==> config.mk <==
export PLATFORM = sky130hd
export DESIGN_NAME = fld_div_pipe
export DESIGN_NICKNAME = d
export VERILOG_FILES = /design/src/hdl/fld_div_pipe.sv
export SDC_FILE = /design/constraint.sdc
export NUM_CORES = 2
export LEC_CHECK = 0
export BUFFER_PORTS_ARGS = -buffer_cell sky130_fd_sc_hd__buf_2
export CAP_MARGIN = 5
export CORE_MARGIN = 5
export CORE_UTILIZATION = 40
export CTS_CLUSTER_SIZE = 20
export DETAILED_ROUTE_END_ITERATION = 16
export PLACE_DENSITY = 0.65
export SYNTH_ARGS = -nofsm -noshare
export SYNTH_HDL_FRONTEND = slang
export SYNTH_SLANG_ARGS = --single-unit
==> constraint.sdc <==
create_clock -name clk -period 5.05 [get_ports clk]
set_input_delay 0 -clock clk [delete_from_list [all_inputs] [get_ports clk]]
set_output_delay 0 -clock clk [all_outputs]
set_load 0.02 [all_outputs]
==> src/hdl/fld_div_pipe.sv <==
// Pipelined restoring divider, one quotient bit per stage.
`default_nettype none
module fld_div_pipe #(
	parameter int NW = 50,
	parameter int DW = 33,
	parameter int QW = 17,
	parameter int TW = 4
) (
	input  wire logic          clk,
	input  wire logic          en,
	input  wire logic [NW-1:0] num,
	input  wire logic [DW-1:0] den,
	input  wire logic [TW-1:0] tag,
	output logic      [QW-1:0] quo,
	output logic      [TW-1:0] tag_out
);
	logic [NW-1:0] rem_s [QW];
	logic [DW-1:0] den_s [QW];
	logic [QW-1:0] quo_s [QW];
	logic [TW-1:0] tag_s [QW];

	for (genvar i = 0; i < QW; i++) begin : g_stage
		localparam int K = QW - 1 - i;
		logic [NW-1:0] rp;
		logic [DW-1:0] dp;
		logic [QW-1:0] qp;
		logic [TW-1:0] tp;
		logic [NW-1:0] trial;
		logic ge;

		if (i == 0) begin : g_first
			assign rp = num;
			assign dp = den;
			assign qp = '0;
			assign tp = tag;
		end else begin : g_next
			assign rp = rem_s[i-1];
			assign dp = den_s[i-1];
			assign qp = quo_s[i-1];
			assign tp = tag_s[i-1];
		end

		assign trial = NW'(dp) << K;
		assign ge = rp >= trial;

		always_ff @(posedge clk) begin
			if (en) begin
				rem_s[i] <= ge ? rp - trial : rp;
				den_s[i] <= dp;
				quo_s[i] <= qp | (QW'(ge) << K);
				tag_s[i] <= tp;
			end
		end
	end

	assign quo = quo_s[QW-1];
	assign tag_out = tag_s[QW-1];
endmodule
`default_nettype wire

# ---- Word level (Yosys, flattened, before mapping)
# Memory sizes are Yosys's and may differ from the RTL's.
# Cells that the tools add are included.
dict set report word_totals {
  register_bits 0
  ram_bits 1768
  in_bits 89
  out_inout_bits 21
  word_cells 73
  n_memories 4
}
# memory depth width read_ports rd_clocked_by_memory_dff wr line
set memory_table {}
lappend memory_table {rem_s 17 50 16 0 17 17} ;# logic [NW-1:0] rem_s [QW];
lappend memory_table {den_s 17 33 16 0 17 18} ;# logic [DW-1:0] den_s [QW];
lappend memory_table {quo_s 17 17 17 0 17 19} ;# logic [QW-1:0] quo_s [QW];
lappend memory_table {tag_s 17 4 17 0 17 20} ;# logic [TW-1:0] tag_s [QW];
dict set report op_classes {
  n_addsub 17
  magnitude_cmp 17
  mux 19
  n_bitwise 16
}
# operator count
set ops {}
lappend ops {{50-bit 2-to-1 mux} 17}
lappend ops {{50-bit by 33-bit greater-or-equal comparator with 1-bit output} 1}
lappend ops {{50-bit by 34-bit greater-or-equal comparator with 1-bit output} 1}
lappend ops {{50-bit by 35-bit greater-or-equal comparator with 1-bit output} 1}
lappend ops {{50-bit by 36-bit greater-or-equal comparator with 1-bit output} 1}
lappend ops {{50-bit by 37-bit greater-or-equal comparator with 1-bit output} 1}
lappend ops {{50-bit by 38-bit greater-or-equal comparator with 1-bit output} 1}
lappend ops {{50-bit by 39-bit greater-or-equal comparator with 1-bit output} 1}
lappend ops {{50-bit by 40-bit greater-or-equal comparator with 1-bit output} 1}
lappend ops {{50-bit by 41-bit greater-or-equal comparator with 1-bit output} 1}
lappend ops {{50-bit by 42-bit greater-or-equal comparator with 1-bit output} 1}
lappend ops {{50-bit by 43-bit greater-or-equal comparator with 1-bit output} 1}
lappend ops {{50-bit by 44-bit greater-or-equal comparator with 1-bit output} 1}
lappend ops {{50-bit by 45-bit greater-or-equal comparator with 1-bit output} 1}
lappend ops {{50-bit by 46-bit greater-or-equal comparator with 1-bit output} 1}
lappend ops {{50-bit by 47-bit greater-or-equal comparator with 1-bit output} 1}
lappend ops {{50-bit by 48-bit greater-or-equal comparator with 1-bit output} 1}
lappend ops {{50-bit by 49-bit greater-or-equal comparator with 1-bit output} 1}
lappend ops {{50-bit by 33-bit subtractor with 50-bit output} 1}
lappend ops {{50-bit by 34-bit subtractor with 50-bit output} 1}
lappend ops {{50-bit by 35-bit subtractor with 50-bit output} 1}
lappend ops {{50-bit by 36-bit subtractor with 50-bit output} 1}
lappend ops {{50-bit by 37-bit subtractor with 50-bit output} 1}
lappend ops {{50-bit by 38-bit subtractor with 50-bit output} 1}
lappend ops {{other kinds (28)} 29}

# ---- Logic depth before layout (Yosys ltp)
# An unclocked memory read counts as a cell.
dict set report depth {
  word_depth 3
  ltp_mapped 17
  mapped_depth_nobuf 15
}

# ---- Least setup slack after synthesis
# No wires, ideal clock.
dict set report synth_path {
  kind {register -> register}
  from {memory rem_s[7][8] (netlist: rem_s[0][358])}
  to {memory rem_s[8][27] (netlist: rem_s[0][427]) (data pin)}
  t_arrival_ns 3.382
  required_ns 4.790
  path_slack_ns 1.409
  stages_incl_launch_ff 15
  n_path_buf 2
  cell_sequence {edfxtp_1 -> inv_1 -> ha_1 -> inv_1 -> fa_1 -> a21oi_1 -> o221ai_1 -> o31a_1 -> a21o_1 -> o311ai_0 -> o311ai_1 -> a21bo_2 -> buf_2 -> buf_2 -> mux2_2}
}
# item line
set synth_lines {}
lappend synth_lines {{from (decl)} 17}

==> run_summary.xml <==
<?xml version="1.0" encoding="UTF-8"?>
<metrics>
  <group name="status">
    <metric name="status" unit="">completed</metric>
  </group>
  <group name="sta">
    <metric name="final.setup_skew" unit="ns">0.0281</metric>
    <metric name="peak_clock_frequency_supported_by_timing" unit="GHz">0.220</metric>
    <metric name="grt_setup_unrepaired" unit="">no</metric>
    <metric name="slew_headroom" unit="">0.258</metric>
    <metric name="setup-violations-final" unit="">0</metric>
    <metric name="fin_crit" unit="ns">4.56</metric>
    <metric name="worst_hold_slack" unit="ns">0.146</metric>
    <metric name="setup_total_negative_slack" unit="ns">0</metric>
    <metric name="final-hold-violation-count" unit="">0</metric>
    <metric name="max_slew.worst_pin.slew" unit="ns">1.11</metric>
    <metric name="maxSlewViolCount" unit="">0</metric>
    <metric name="min_period_over_period" unit="">0.902</metric>
  </group>
  <group name="synthesis">
    <metric name="yosysMostFrequentCell" unit="">sky130_fd_sc_hd__edfxtp_1</metric>
    <metric name="synth_cells" unit="">7604</metric>
    <metric name="synth_area_leader_cell" unit="">sky130_fd_sc_hd__edfxtp_1</metric>
    <metric name="synthTopCellsByCount" unit="">1549 x sky130_fd_sc_hd__edfxtp_1, 716 x sky130_fd_sc_hd__inv_1, 684 x sky130_fd_sc_hd__a21oi_1</metric>
    <metric name="synth_top_cell_area_share" unit="">0.546</metric>
    <metric name="synth_top_flop_cell" unit="">sky130_fd_sc_hd__edfxtp_1</metric>
    <metric name="synth_seq_cells" unit="">1549</metric>
    <metric name="synth_edf_count" unit="">1549</metric>
    <metric name="synth.distinct_cells" unit="">94</metric>
    <metric name="synth.avg_cell_area" unit="µm²">11.2</metric>
    <metric name="area_contributors_post_synth" unit="">sky130_fd_sc_hd__edfxtp_1 55%, sky130_fd_sc_hd__ha_1 8.2%, sky130_fd_sc_hd__a21oi_1 4.0%, sky130_fd_sc_hd__xnor2_1 3.6%, sky130_fd_sc_hd__inv_1 3.2%</metric>
    <metric name="synthesis.yosys.warnings" unit="">0</metric>
    <metric name="seq_area_frac_synth" unit="">0.546</metric>
    <metric name="synthesis.area" unit="µm²">85100</metric>
    <metric name="postSynth.asyncResetShare" unit="">0</metric>
    <metric name="mappedNetlistNets" unit="">8270</metric>
  </group>
  <group name="route">
    <metric name="drt_pre_antenna_iters" unit="">5</metric>
    <metric name="antenna_left" unit="">0</metric>
    <metric name="detailroute.via_count" unit="">57200</metric>
    <metric name="wirelength" unit="µm">185000</metric>
    <metric name="wl_per_cell" unit="µm">16.9</metric>
    <metric name="drt_iter0_markers" unit="">3333</metric>
    <metric name="routed_via_count_divided_by_cell_count" unit="">5.24</metric>
    <metric name="drcViolationCount" unit="">0</metric>
  </group>
  <group name="cts">
    <metric name="cts_sinks" unit="">1549</metric>
    <metric name="number_of_cts_inserted_buffers" unit="">174</metric>
    <metric name="cts_htree_levels" unit="">4</metric>
    <metric name="postCtsSetupBuffers" unit="">0</metric>
    <metric name="cts.path.max_buffers" unit="">3</metric>
    <metric name="insertion_delay" unit="ns">0.80</metric>
    <metric name="clk_pin_slew" unit="ns">0.05</metric>
    <metric name="clock-root-buffer" unit="">sky130_fd_sc_hd__clkbuf_16</metric>
    <metric name="tritoncts" unit="">yes</metric>
    <metric name="postCtsHoldBufs" unit="">188</metric>
    <metric name="ctsResizeCount" unit="">0</metric>
  </group>
  <group name="power_and_ir_drop">
    <metric name="vdd_ir_drop_max" unit="V">0.000371</metric>
    <metric name="p_leak" unit="nW">38.0</metric>
    <metric name="pwr_density_cell" unit="nW/µm²">553</metric>
  </group>
  <group name="setup_path">
    <metric name="worstRegToRegCells" unit="">14</metric>
    <metric name="cp_data_arrival_time" unit="ns">5.09</metric>
    <metric name="crit_required" unit="ns">5.59</metric>
    <metric name="critical_path.endpoint_type" unit="">flip-flop</metric>
    <metric name="path_max_fanout" unit="">39</metric>
    <metric name="startpoint_type" unit="">input port</metric>
    <metric name="criticalPathCategory" unit="">in2reg</metric>
  </group>
  <group name="run">
    <metric name="drv.max_cap_violation_count" unit="">0</metric>
  </group>
  <group name="global_route">
    <metric name="grt-ovfl-total" unit="">0</metric>
    <metric name="grt_pass1_vias" unit="">58400</metric>
    <metric name="grt_start_max_net_pins" unit="">168</metric>
    <metric name="grt_pass1_wl" unit="µm">297000</metric>
    <metric name="antenna_found_initial" unit="">2</metric>
    <metric name="grt_util_all_layers" unit="">0.163</metric>
  </group>
  <group name="final_layout">
    <metric name="final-seq-area" unit="µm²">46500</metric>
    <metric name="multiInputGateArea" unit="µm²">35200</metric>
    <metric name="drive_above_1_share" unit="">0.0755</metric>
    <metric name="num-fill-cells" unit="">19100</metric>
    <metric name="area_overhead_vs_synth" unit="%">13.5</metric>
    <metric name="diodes" unit="">0</metric>
    <metric name="layout.nets" unit="">8639</metric>
  </group>
  <group name="floorplan">
    <metric name="fp.dieH" unit="µm">471</metric>
    <metric name="initial_core_util" unit="">0.402</metric>
    <metric name="placeableCoreArea" unit="µm²">212000</metric>
    <metric name="floorplan_die_area" unit="µm²">222000</metric>
    <metric name="die_w" unit="µm">471</metric>
    <metric name="ioPinCount" unit="">110</metric>
    <metric name="row_count" unit="">169</metric>
  </group>
  <group name="place">
    <metric name="port-buffer-count" unit="">109</metric>
    <metric name="gp_congestion" unit="">0.939</metric>
    <metric name="hpwl" unit="µm">139000</metric>
  </group>
  <group name="worst_hold_path">
    <metric name="worst_hold_path.num_cells" unit="">3</metric>
    <metric name="min-delay-path-class" unit="">in2reg</metric>
  </group>
</metrics>
-- cell families (layout without fill, tap and decap cells) --
group                    count (synthesis)  count (layout)  share of synthesized area
AO/OA/AOI/OAI                         2023            2023                      0.148
AND/OR/NAND/NOR                       1866            1866                      0.105
buffers and inverters                  911            1412                     0.0415
adder cells (fa/ha/maj)                577             577                     0.0862
multiplexers                            97              97                     0.0127
flip-flops                            1549            1549                      0.546
XOR/XNOR                               581             581                     0.0599
-- power by group --
part | leakage, nW | internal (mW) | switching (mW)
clock | 2.61 | 6.71 | 5.05
sequential | 15.0 | 18.4 | 1.71
combinational | 20.4 | 9.36 | 12.2
total | 38.0 | 34.5 | 19.0
-- per-stage QoR --
| step | std cells | util | total power [mW] | instance area, µm² | setup WS (ns) |
|---|---|---|---|---|---|
| after global routing | 10900 | 0.456 | 57.2 | 96600 | 0.169 |
| final | 10900 | 0.456 | 53.4 | 96600 | 0.495 |
| after CTS | 10900 | 0.456 | 53.7 | 96600 | 0.550 |
| after global placement | 10400 | 0.422 | 41.2 | 89400 | 0.511 |
| after floorplan | 7604 | - | 36.1 | 85100 | 1.41 |
| after detailed placement | 10400 | 0.422 | 41.5 | 89400 | 0.568 |
-- flip-flops by register name (all words and copies together), names as in the netlist --
register	count
rem_s	800
den_s	528
quo_s	153
tag_s	68
-- cell type report --
cell class,count,share of cell area
clock inverter,97,0.00830
clock buffer,211,0.0470
tap,2821,0.0365
multi-input combinational,5144,0.364
timing repair buffer,388,0.0346
sequential,1549,0.482
inverter,716,0.0278
-- path summary, 6_finish.rpt --
check	endpoint	from	slack, ns
worst max-delay path	rem_s[0][22]	num[16]	0.49
worst min-delay path	rem_s[0][17]	num[17]	0.15
worst max register to register	rem_s[0][311]	rem_s[0][260]	0.50
worst min register to register	tag_s[1][1]	tag_s[0][29]	0.39
-- critical path: stages --
cell	delay, ns
sky130_fd_sc_hd__dlygate4sd3_1	0.54
sky130_fd_sc_hd__buf_2	0.13
sky130_fd_sc_hd__inv_1	0.06
sky130_fd_sc_hd__ha_1	0.15
sky130_fd_sc_hd__inv_1	0.05
sky130_fd_sc_hd__fa_1	0.41
sky130_fd_sc_hd__a21oi_1	0.25
sky130_fd_sc_hd__o211ai_1	0.21
sky130_fd_sc_hd__a221oi_2	0.51
sky130_fd_sc_hd__o211ai_1	0.15
sky130_fd_sc_hd__o211a_1	0.20
sky130_fd_sc_hd__a221o_1	0.37
sky130_fd_sc_hd__a21o_1	0.25
sky130_fd_sc_hd__a21oi_4	0.82
sky130_fd_sc_hd__buf_4	0.32
sky130_fd_sc_hd__o31ai_1	0.09
sky130_fd_sc_hd__dlygate4sd3_1	0.56
-- placed cells by master, fill, tap and decap left out, drive strengths merged, types with 102 or more instances in the layout --
master / synthesis / routed
edfxtp: 1549 / 1549
inv: 716 / 722
a21oi: 686 / 686
nand2: 586 / 586
ha: 561 / 561
o21ai: 504 / 504
nor2: 495 / 495
xnor2: 355 / 355
a21o: 288 / 288
xor2: 226 / 226
clkbuf: 144 / 211
buf: 51 / 200
dlygate4sd3: 0 / 188
nand3: 115 / 115
nand4: 104 / 104
nor3: 102 / 102
-- layer usage --
metal,global-route usage,vias up,part of all wire
li1,-,28700,-
met1,0.170,26600,0.38
met2,0.310,1356,0.52
met3,0.0218,586,0.033
met4,0.0967,0,0.064
met5,0,-,0
Note: power is estimated with default switching activity, not from simulation.
